`src/werm_pkg.sv`:
```
`timescale 1ns / 1ps
package werm_pkg;
  localparam logic [1:0] OP_EVENT      = 2'd0;
  localparam logic [1:0] OP_QUERY      = 2'd1;
  localparam logic [1:0] OP_HALT_FADE  = 2'd2;
  localparam logic [1:0] OP_HALT_CUT   = 2'd3;
  localparam logic       CFG_TIMEOUT   = 1'b0;
  localparam logic       CFG_FADE      = 1'b1;
  localparam int         CFG_IDX_W     = 2;
  localparam logic [8:0] LEVEL_FULL    = 9'd256;
  localparam logic [31:0] SPAN_DEFAULT = 32'd1000;
endpackage

```
`src/werm_if.sv`:
```
`timescale 1ns / 1ps
interface werm_in_if;
  logic        valid;
  logic        ready;
  logic [1:0]  op;
  logic [31:0] now_ms;
  logic signed [15:0] event_distance;
  modport source (output valid, op, now_ms, event_distance, input ready);
  modport sink   (input valid, op, now_ms, event_distance, output ready);
endinterface

interface werm_out_if;
  logic        valid;
  logic        ready;
  logic [31:0] event_rate;
  logic signed [31:0] distance_rate;
  logic signed [15:0] last_distance;
  logic [8:0]  fade_level;
  logic [31:0] total_events;
  logic signed [39:0] total_distance;
  modport source (output valid, event_rate, distance_rate, last_distance, fade_level,
                  total_events, total_distance, input ready);
  modport sink   (input valid, event_rate, distance_rate, last_distance, fade_level,
                  total_events, total_distance, output ready);
endinterface

interface werm_cfg_if;
  logic        valid;
  logic        ready;
  logic [1:0]  index;
  logic [15:0] data;
  modport source (output valid, index, data, input ready);
  modport sink   (input valid, index, data, output ready);
endinterface

```
`src/windowed_event_rate_meter.sv`:
```
`timescale 1ns / 1ps
// Windowed event rate meter. Each item (op, now_ms, event_distance) yields one
// result, and the block takes no new item until that result has been taken.
// A single shift-subtract divider, one quotient bit per cycle, sets the timing.
// An event item sums the held distances (1..WINDOW after the event) one entry
// a cycle, then runs two divides (event rate and distance rate). A query or
// halt skips the sum and the rate divides; it runs a divide only when the fade
// level needs one (idle past timeout_ms, still inside fade_ms). Output stalls
// hold the result and delay the next item.
module windowed_event_rate_meter #(
  parameter int WINDOW = 8
) (
  input  logic clk,
  input  logic rst_n,
  werm_in_if.sink    in_ch,
  werm_out_if.source out_ch,
  werm_cfg_if.sink   cfg_ch
);
  import werm_pkg::*;

  localparam int IW = (WINDOW > 1) ? $clog2(WINDOW) : 1;
  localparam int CW = $clog2(WINDOW + 1);
  localparam logic [IW-1:0] LAST_IDX = IW'(WINDOW - 1);
  localparam logic [63:0] ER_NUM = 64'(WINDOW) * 64'd65536000;

  localparam logic [3:0] S_IDLE = 4'd0, S_SUM = 4'd1, S_ERD = 4'd2, S_ERW = 4'd3,
                         S_DRD = 4'd4, S_DRW = 4'd5, S_FADE = 4'd6, S_FDW = 4'd7,
                         S_MUL = 4'd8, S_OUT = 4'd9;

  logic [3:0] st_r;
  logic [15:0] timeout_r, fade_r;
  logic [31:0] times_r [WINDOW];
  logic signed [15:0] dists_r [WINDOW];
  logic [IW-1:0] newest_r;
  logic [CW-1:0] held_r;
  logic [31:0] last_t_r, raw_er_r;
  logic signed [31:0] raw_dr_r;
  logic [31:0] tot_ev_r;
  logic [39:0] tot_d_r;
  logic [31:0] now_r, span_r;
  logic signed [24:0] sum_r;
  logic [CW-1:0] sidx_r;
  logic [8:0] level_r;
  logic [31:0] o_er_r, o_dr_r;

  logic        div_start, div_busy;
  logic [63:0] div_a, div_q;
  logic [31:0] div_b;
  werm_div u_div (.clk, .rst_n, .start(div_start), .dividend(div_a), .divisor(div_b),
                  .busy(div_busy), .quotient(div_q));

  assign in_ch.ready  = (st_r == S_IDLE);
  assign cfg_ch.ready = 1'b1;
  assign out_ch.valid = (st_r == S_OUT);
  assign out_ch.event_rate     = o_er_r;
  assign out_ch.distance_rate  = o_dr_r;
  assign out_ch.last_distance  = (held_r != '0) ? dists_r[newest_r] : 16'sd0;
  assign out_ch.fade_level     = level_r;
  assign out_ch.total_events   = tot_ev_r;
  assign out_ch.total_distance = tot_d_r;

  // fade terms
  logic [31:0] idle, dlt;
  logic [31:0] targ;
  logic [24:0] sum_mag;
  logic [32:0] fade_left;
  assign idle    = now_r - last_t_r;
  assign dlt     = idle - {16'd0, timeout_r};
  assign sum_mag = sum_r[24] ? 25'(-sum_r) : 25'(sum_r);
  assign fade_left = {17'd0, fade_r} - {1'b0, dlt};

  // divider operand select
  always_comb begin
    div_start = 1'b0;
    div_a = ER_NUM;
    div_b = span_r;
    case (st_r)
      S_ERD: div_start = 1'b1;
      S_DRD: begin
        div_start = 1'b1;
        div_a = 64'(sum_mag) * 64'd256000;
      end
      S_FADE: begin
        div_a = 64'({fade_left[15:0], 8'd0});
        div_b = {16'd0, fade_r};
        div_start = (idle > {16'd0, timeout_r}) && (fade_r != 16'd0)
                    && (dlt < {16'd0, fade_r});
      end
      default: ;
    endcase
  end

  // halt target
  assign targ = (in_ch.op == OP_HALT_FADE) ? {16'd0, timeout_r}
                : {16'd0, timeout_r} + {16'd0, fade_r};

  logic [40:0] mer;
  logic [40:0] mdr;
  logic [31:0] dr_mag;
  assign dr_mag = raw_dr_r[31] ? 32'(-raw_dr_r) : 32'(raw_dr_r);
  assign mer = ({9'd0, raw_er_r} * {32'd0, level_r}) >> 8;
  assign mdr = ({9'd0, dr_mag} * {32'd0, level_r}) >> 8;

  // oldest held slot: the slot after newest when full, else slot 0
  logic [IW-1:0] oldest;
  logic [IW-1:0] nidx;
  assign nidx = (newest_r == LAST_IDX) ? '0 : newest_r + IW'(1);
  assign oldest = (held_r == CW'(WINDOW)) ? nidx : '0;

  always_ff @(posedge clk) begin
    if (!rst_n) begin
      st_r      <= S_IDLE;
      timeout_r <= 16'd1000;
      fade_r    <= 16'd500;
      newest_r  <= LAST_IDX;
      held_r    <= '0;
      last_t_r  <= '0;
      raw_er_r  <= '0;
      raw_dr_r  <= '0;
      tot_ev_r  <= '0;
      tot_d_r   <= '0;
    end else begin
      if (cfg_ch.valid) begin
        if (cfg_ch.index == {1'b0, CFG_TIMEOUT}) timeout_r <= cfg_ch.data;
        if (cfg_ch.index == {1'b0, CFG_FADE})    fade_r    <= cfg_ch.data;
      end
      case (st_r)
        S_IDLE: if (in_ch.valid) begin
          now_r <= in_ch.now_ms;
          case (in_ch.op)
            OP_EVENT: begin
              tot_ev_r <= tot_ev_r + 32'd1;
              tot_d_r  <= tot_d_r + 40'(in_ch.event_distance);
              newest_r <= nidx;
              last_t_r <= in_ch.now_ms;
              times_r[nidx] <= in_ch.now_ms;
              dists_r[nidx] <= in_ch.event_distance;
              if (held_r != CW'(WINDOW)) held_r <= held_r + CW'(1);
              sum_r  <= '0;
              sidx_r <= '0;
              st_r   <= S_SUM;
            end
            OP_QUERY: st_r <= S_FADE;
            default: begin
              newest_r <= LAST_IDX;
              held_r   <= '0;
              if ((in_ch.now_ms - last_t_r) < targ) last_t_r <= in_ch.now_ms - targ;
              if (in_ch.op == OP_HALT_CUT) begin
                raw_er_r <= '0;
                raw_dr_r <= '0;
              end
              st_r <= S_FADE;
            end
          endcase
        end
        // window sum over slots 0..held-1, plus span
        S_SUM: begin
          if (sidx_r == held_r) begin
            span_r <= SPAN_DEFAULT;
            if (held_r >= CW'(2)) begin
              if (times_r[newest_r] != times_r[oldest])
                span_r <= times_r[newest_r] - times_r[oldest];
            end
            st_r <= S_ERD;
          end else begin
            sum_r  <= sum_r + 25'(dists_r[sidx_r[IW-1:0]]);
            sidx_r <= sidx_r + CW'(1);
          end
        end
        S_ERD: st_r <= S_ERW;
        S_ERW: if (!div_busy) begin
          raw_er_r <= (div_q[63:32] != 32'd0) ? 32'hFFFF_FFFF : div_q[31:0];
          st_r <= S_DRD;
        end
        S_DRD: st_r <= S_DRW;
        S_DRW: if (!div_busy) begin
          if (sum_r[24])
            raw_dr_r <= (div_q > 64'h8000_0000) ? 32'sh8000_0000 : 32'(-div_q[31:0]);
          else
            raw_dr_r <= (div_q > 64'h7FFF_FFFF) ? 32'sh7FFF_FFFF : div_q[31:0];
          st_r <= S_FADE;
        end
        S_FADE: begin
          if (idle <= {16'd0, timeout_r}) begin
            level_r <= LEVEL_FULL;
            st_r <= S_MUL;
          end else begin
            held_r   <= '0;
            newest_r <= LAST_IDX;
            level_r  <= 9'd0;
            st_r <= div_start ? S_FDW : S_MUL;
          end
        end
        S_FDW: if (!div_busy) begin
          level_r <= div_q[8:0];
          st_r <= S_MUL;
        end
        S_MUL: begin
          o_er_r <= mer[31:0];
          o_dr_r <= raw_dr_r[31] ? 32'(-mdr[31:0]) : mdr[31:0];
          st_r <= S_OUT;
        end
        S_OUT: if (out_ch.ready) st_r <= S_IDLE;
        default: st_r <= S_IDLE;
      endcase
    end
  end
endmodule

```
`src/werm_div.sv`:
```
`timescale 1ns / 1ps
// Restoring divider, one quotient bit per cycle. 64-bit dividend, 32-bit divisor.
module werm_div (
  input  logic        clk,
  input  logic        rst_n,
  input  logic        start,
  input  logic [63:0] dividend,
  input  logic [31:0] divisor,
  output logic        busy,
  output logic [63:0] quotient
);
  logic [63:0] quo_r, quo_nxt;
  logic [32:0] rem_r, rem_nxt;
  logic [31:0] dvs_r;
  logic [6:0]  cnt_r, cnt_nxt;
  logic [32:0] trial;

  assign busy     = (cnt_r != 7'd0);
  assign quotient = quo_r;

  // one shift-subtract step
  always_comb begin
    trial   = {rem_r[31:0], quo_r[63]};
    rem_nxt = rem_r;
    quo_nxt = quo_r;
    cnt_nxt = cnt_r;
    if (busy) begin
      cnt_nxt = cnt_r - 7'd1;
      if (trial >= {1'b0, dvs_r}) begin
        rem_nxt = trial - {1'b0, dvs_r};
        quo_nxt = {quo_r[62:0], 1'b1};
      end else begin
        rem_nxt = trial;
        quo_nxt = {quo_r[62:0], 1'b0};
      end
    end
  end

  always_ff @(posedge clk) begin
    if (!rst_n) begin
      cnt_r <= 7'd0;
    end else if (start) begin
      cnt_r <= 7'd64;
    end else begin
      cnt_r <= cnt_nxt;
    end
    if (start) begin
      quo_r <= dividend;
      rem_r <= 33'd0;
      dvs_r <= divisor;
    end else begin
      quo_r <= quo_nxt;
      rem_r <= rem_nxt;
    end
  end
endmodule
```
`src/flat_wrapper.sv`:
```
// flat-port wrapper written by rule: the top's interface ports become plain ports
module windowed_event_rate_meter_flat import werm_pkg::*;
#(
  parameter int WINDOW = 8
)
  (clk, rst_n, in_ch_valid, in_ch_op, in_ch_now_ms, in_ch_event_distance, in_ch_ready, out_ch_valid, out_ch_event_rate, out_ch_distance_rate, out_ch_last_distance, out_ch_fade_level, out_ch_total_events, out_ch_total_distance, out_ch_ready, cfg_ch_valid, cfg_ch_index, cfg_ch_data, cfg_ch_ready);
  werm_in_if in_ch_i ();
  werm_out_if out_ch_i ();
  werm_cfg_if cfg_ch_i ();
  input  logic clk;
  input  logic rst_n;
  input wire logic [$bits(in_ch_i.valid)-1:0] in_ch_valid;
  input wire logic [$bits(in_ch_i.op)-1:0] in_ch_op;
  input wire logic [$bits(in_ch_i.now_ms)-1:0] in_ch_now_ms;
  input wire logic [$bits(in_ch_i.event_distance)-1:0] in_ch_event_distance;
  output wire logic [$bits(in_ch_i.ready)-1:0] in_ch_ready;
  output wire logic [$bits(out_ch_i.valid)-1:0] out_ch_valid;
  output wire logic [$bits(out_ch_i.event_rate)-1:0] out_ch_event_rate;
  output wire logic [$bits(out_ch_i.distance_rate)-1:0] out_ch_distance_rate;
  output wire logic [$bits(out_ch_i.last_distance)-1:0] out_ch_last_distance;
  output wire logic [$bits(out_ch_i.fade_level)-1:0] out_ch_fade_level;
  output wire logic [$bits(out_ch_i.total_events)-1:0] out_ch_total_events;
  output wire logic [$bits(out_ch_i.total_distance)-1:0] out_ch_total_distance;
  input wire logic [$bits(out_ch_i.ready)-1:0] out_ch_ready;
  input wire logic [$bits(cfg_ch_i.valid)-1:0] cfg_ch_valid;
  input wire logic [$bits(cfg_ch_i.index)-1:0] cfg_ch_index;
  input wire logic [$bits(cfg_ch_i.data)-1:0] cfg_ch_data;
  output wire logic [$bits(cfg_ch_i.ready)-1:0] cfg_ch_ready;
  assign in_ch_i.valid = in_ch_valid;
  assign in_ch_i.op = in_ch_op;
  assign in_ch_i.now_ms = in_ch_now_ms;
  assign in_ch_i.event_distance = in_ch_event_distance;
  assign in_ch_ready = in_ch_i.ready;
  assign out_ch_valid = out_ch_i.valid;
  assign out_ch_event_rate = out_ch_i.event_rate;
  assign out_ch_distance_rate = out_ch_i.distance_rate;
  assign out_ch_last_distance = out_ch_i.last_distance;
  assign out_ch_fade_level = out_ch_i.fade_level;
  assign out_ch_total_events = out_ch_i.total_events;
  assign out_ch_total_distance = out_ch_i.total_distance;
  assign out_ch_i.ready = out_ch_ready;
  assign cfg_ch_i.valid = cfg_ch_valid;
  assign cfg_ch_i.index = cfg_ch_index;
  assign cfg_ch_i.data = cfg_ch_data;
  assign cfg_ch_ready = cfg_ch_i.ready;
  windowed_event_rate_meter #(.WINDOW(WINDOW)) u_core (.clk(clk), .rst_n(rst_n), .in_ch(in_ch_i), .out_ch(out_ch_i), .cfg_ch(cfg_ch_i));
endmodule
```
`config.mk`:
```
export PLATFORM = sky130hd
export DESIGN_NAME = windowed_event_rate_meter_flat
export DESIGN_NICKNAME = d
export VERILOG_FILES = /design/src/werm_pkg.sv /design/src/werm_if.sv /design/src/windowed_event_rate_meter.sv /design/src/werm_div.sv /design/src/flat_wrapper.sv
export SDC_FILE = /design/constraint.sdc
export NUM_CORES = 2
export LEC_CHECK = 0
export BUFFER_PORTS_ARGS = -buffer_cell sky130_fd_sc_hd__buf_2
export CORE_MARGIN = 1.5
export CORE_UTILIZATION = 30
export CTS_CLUSTER_DIAMETER = 200
export DETAILED_ROUTE_END_ITERATION = 10
export PLACE_DENSITY_LB_ADDON = 0.05
export REMOVE_ABC_BUFFERS = 1
export SETUP_SLACK_MARGIN = 0.5
export SLEW_MARGIN = 10
export SYNTH_ARGS = -nofsm -noshare
export SYNTH_HDL_FRONTEND = slang
export SYNTH_HIERARCHICAL = 1
export SYNTH_SLANG_ARGS = --single-unit
```
`constraint.sdc`:
```
create_clock -name clk -period 8.9 [get_ports clk]
set_clock_uncertainty 0.05 [all_clocks]
set_input_delay 1.78 -clock clk [delete_from_list [all_inputs] [get_ports clk]]
set_output_delay 1.78 -clock clk [all_outputs]
set_load 0.01 [all_outputs]
```
==> metrics.txt <==
Mean Syn Cell Area slightly below 10 um^2; setup TNS 0 ns; Wirelength per Cell between 20 and 25 um; Max-slew headroom 16.4%; Setup CP Type flop to flop; clock sink count 902; Synth Flop Type edfxtp_1; Ys Warns 6; Worst-Margin Slew approximately 1.2 ns; commonest non-fill, non-tap cell in the layout nand2_1; Die Y 501 um; RSZ-0062 raised after global routing true; synth top area cells edfxtp_1 26%, fa_1 14%, ha_1 8.0%; # rows between 150 and 200; Clk pin slew, worst setup/hold paths around 0.060 ns; CTS root buf clkbuf_16; wire length of the first global-routing pass roughly 360 mm; Async SR Flop Fraction 0%; CP dominant cell by count fa_1; Synth Cell Area 74500 um^2; Yosys top cell by area edfxtp_1; vias per inst 4.96; slowest CP cell fa_1; Initial Utilization a little over 30%; #FFs+latches synth 902; final slew viol count 0; Final HPWL DP 173 mm; Hold Path Cell Cnt 2; CTS tree built; Worst EP arrival 8.48 ns; EDFF count, synth 646; Worst Hold End u_core/last_t_r[2]; IO Pins 237; Detailed Routing Iterations Pass 1 5; nets 8883; Hold Vio Cnt, Final 0; r2r startpoint u_core/raw_dr_r[2]; Longest Clk Path Bufs 3; Worst setup EP type flop; status complete, no violations; peak per-stage delay on the critical path 0.56 ns; Die Area 251000 um^2; crit path launch u_core/raw_dr_r[2]; CP Max Fanout 9; GP Congestion 0.819; Multi-input gate area 46100 um^2; DRC Markers 0; Num CTS Buffers 116; Core ar. 246000 um^2; Netlist cell types 104; post-route ant nets 0; min Tclk post-route 8.02 ns; total chip power slightly below 30 mW; CP startpoint kind flop; PD cells 342 nW/um^2; fmax between 100 and 150 MHz; post-synth top area share 26.0%; Starting DRT DRC Count between 2000 and 3000; hold slack 0.411 ns; vias in the first global route between 50000 and 60000; worst path required time ~9.4 ns; commonest cells after routing, fill and taps aside 843 x nand2_1, 818 x inv_1, 646 x edfxtp_1; GRT Util Overall a little under a fifth; cells on worst reg2reg path 32; Area Overhead vs Synth 13.0%; HP Class flop to flop; H-tree depth 3; max-cap violations 0; layout cell share with drive strength beyond 1 12.6%; FF+latch area between 20000 and 25000 um^2; peak supply drop roughly 620 uV; period utilization 90.1%; Setup-failing EPs final 0; total wire length 236 mm; IO Port Bufs 235; clk_lat worst skew 0.82 ns; Setup Slack @ Placement ~0.28 ns; cell count after synthesis 7627; worst setup margin between 0.8 and 0.9 ns; initial antenna violation count 28; sequential element share of the synthesized area about a third; Hold Path Origin u_core/last_t_r[2]; Final Core Density 34.2%; grt ovf 0; FILL cells between 20000 and 30000; Leakage 34.9 nW; largest net degree at the start of global routing 69; flop-to-flop setup slack between 0.8 and 0.9 ns; routed vias 55800; r2r endpoint u_core/out_ch.distance_rate[31]; DIE WIDTH 501 um
power breakdown:
group	internal (mW)	switching, mW	total, mW
clock	2.81	2.06	4.87
sequential	5.14	0.544	5.68
combinational	7.36	10.9	18.3
total	15.3	13.5	28.8
what timing repair did:
action	CTS	global route
resized for setup	2	36
setup buffers	0	3
pin swaps	0	3
hold buffers	0	0
endpoints found under the setup margin	5	19
cells in the mapped netlist (33+ instances only):
master / instances
buf_1: 38
mux2_2: 146
fa_1: 518
nor2_1: 524
o21a_1: 52
or3_1: 51
xnor2_1: 271
nor3_1: 117
a22oi_1: 33
o21bai_1: 46
a211oi_1: 82
or2_2: 40
a21o_1: 124
ha_1: 476
inv_1: 819
nand3_1: 147
a21oi_1: 446
xor2_1: 149
nor4_1: 49
dfxtp_1: 256
o22ai_1: 48
clkbuf_1: 284
o31ai_1: 41
o21ai_0: 245
and3_1: 48
nand4_1: 48
nand2_1: 847
mux4_2: 128
and2_1: 294
mux2i_1: 51
nor2b_1: 85
a31oi_1: 63
nand2b_1: 73
edfxtp_1: 646
kinds of logic after synthesis:
kind of cell | count (synthesis) | share of synthesized area, %
and+or+nand+nor | 2407 | 15.4
AOI/OAI and AO/OA | 1414 | 12.1
buffers and inverters | 1161 | 5.89
adders and majority gates | 994 | 21.9
DFF | 902 | 32.9
xor gates and xnor gates | 420 | 4.94
muxes | 327 | 6.80
other | 2 | 0.0101
worst max-delay path by stage:
stage                                           end  slack, ns  cells past startpoint
global placement    u_core/out_ch.distance_rate[31]       0.40                     30
floorplan                  u_core/u_div/quotient[0]      -4.40                      4
global route        u_core/out_ch.distance_rate[31]       0.34                     30
detailed placement  u_core/out_ch.distance_rate[31]       0.28                     30
CTS                 u_core/out_ch.distance_rate[31]       0.50                     30
finish              u_core/out_ch.distance_rate[31]       0.88                     32
final cells by class:
type	instances	area share, %
well taps	3312	4.92
multi-input cells	5592	54.7
repair buffers	383	2.82
clock buffers	159	3.91
inverters	821	3.67
clock inverters	62	0.805
flip-flops and latches	902	29.1
diodes	12	0.0357
through the flow:
step	instances	cell area, um^2
floorplan	7315	73300
CTS	11200	84000
global placement	11000	80000
global route	11200	84200
finish	11200	84200
detailed placement	11000	80000
metal layers:
layer	GRT usage, %	routed length [um]	part of all wire [%]
met4	3.83	4740	2.0
met5	0	93	0.039
met2	32.9	116000	49
met3	2.28	7830	3.3
met1	24.4	107000	45
sequential cells by signal, indices dropped and copies added, names as in the netlist, 40 cells and up, named ones only:
| register | flops |
|---|---|
| u_core/times_r | 256 |
| u_core/dists_r | 128 |
| u_core/u_div/quotient | 64 |
| u_core/out_ch.total_distance | 40 |
worst max-delay path, delay by kind of cell (launching register included):
family	cells	cell delay, ns
adders and majority gates	5	2.37
muxes	1	0.29
xor gates and xnor gates	2	0.24
AOI/OAI and AO/OA	9	1.78
buffers and inverters	4	0.41
and+or+nand+nor	11	2.25
DFF	1	0.39
No activity file was read; power rests on OpenSTA's default activity.
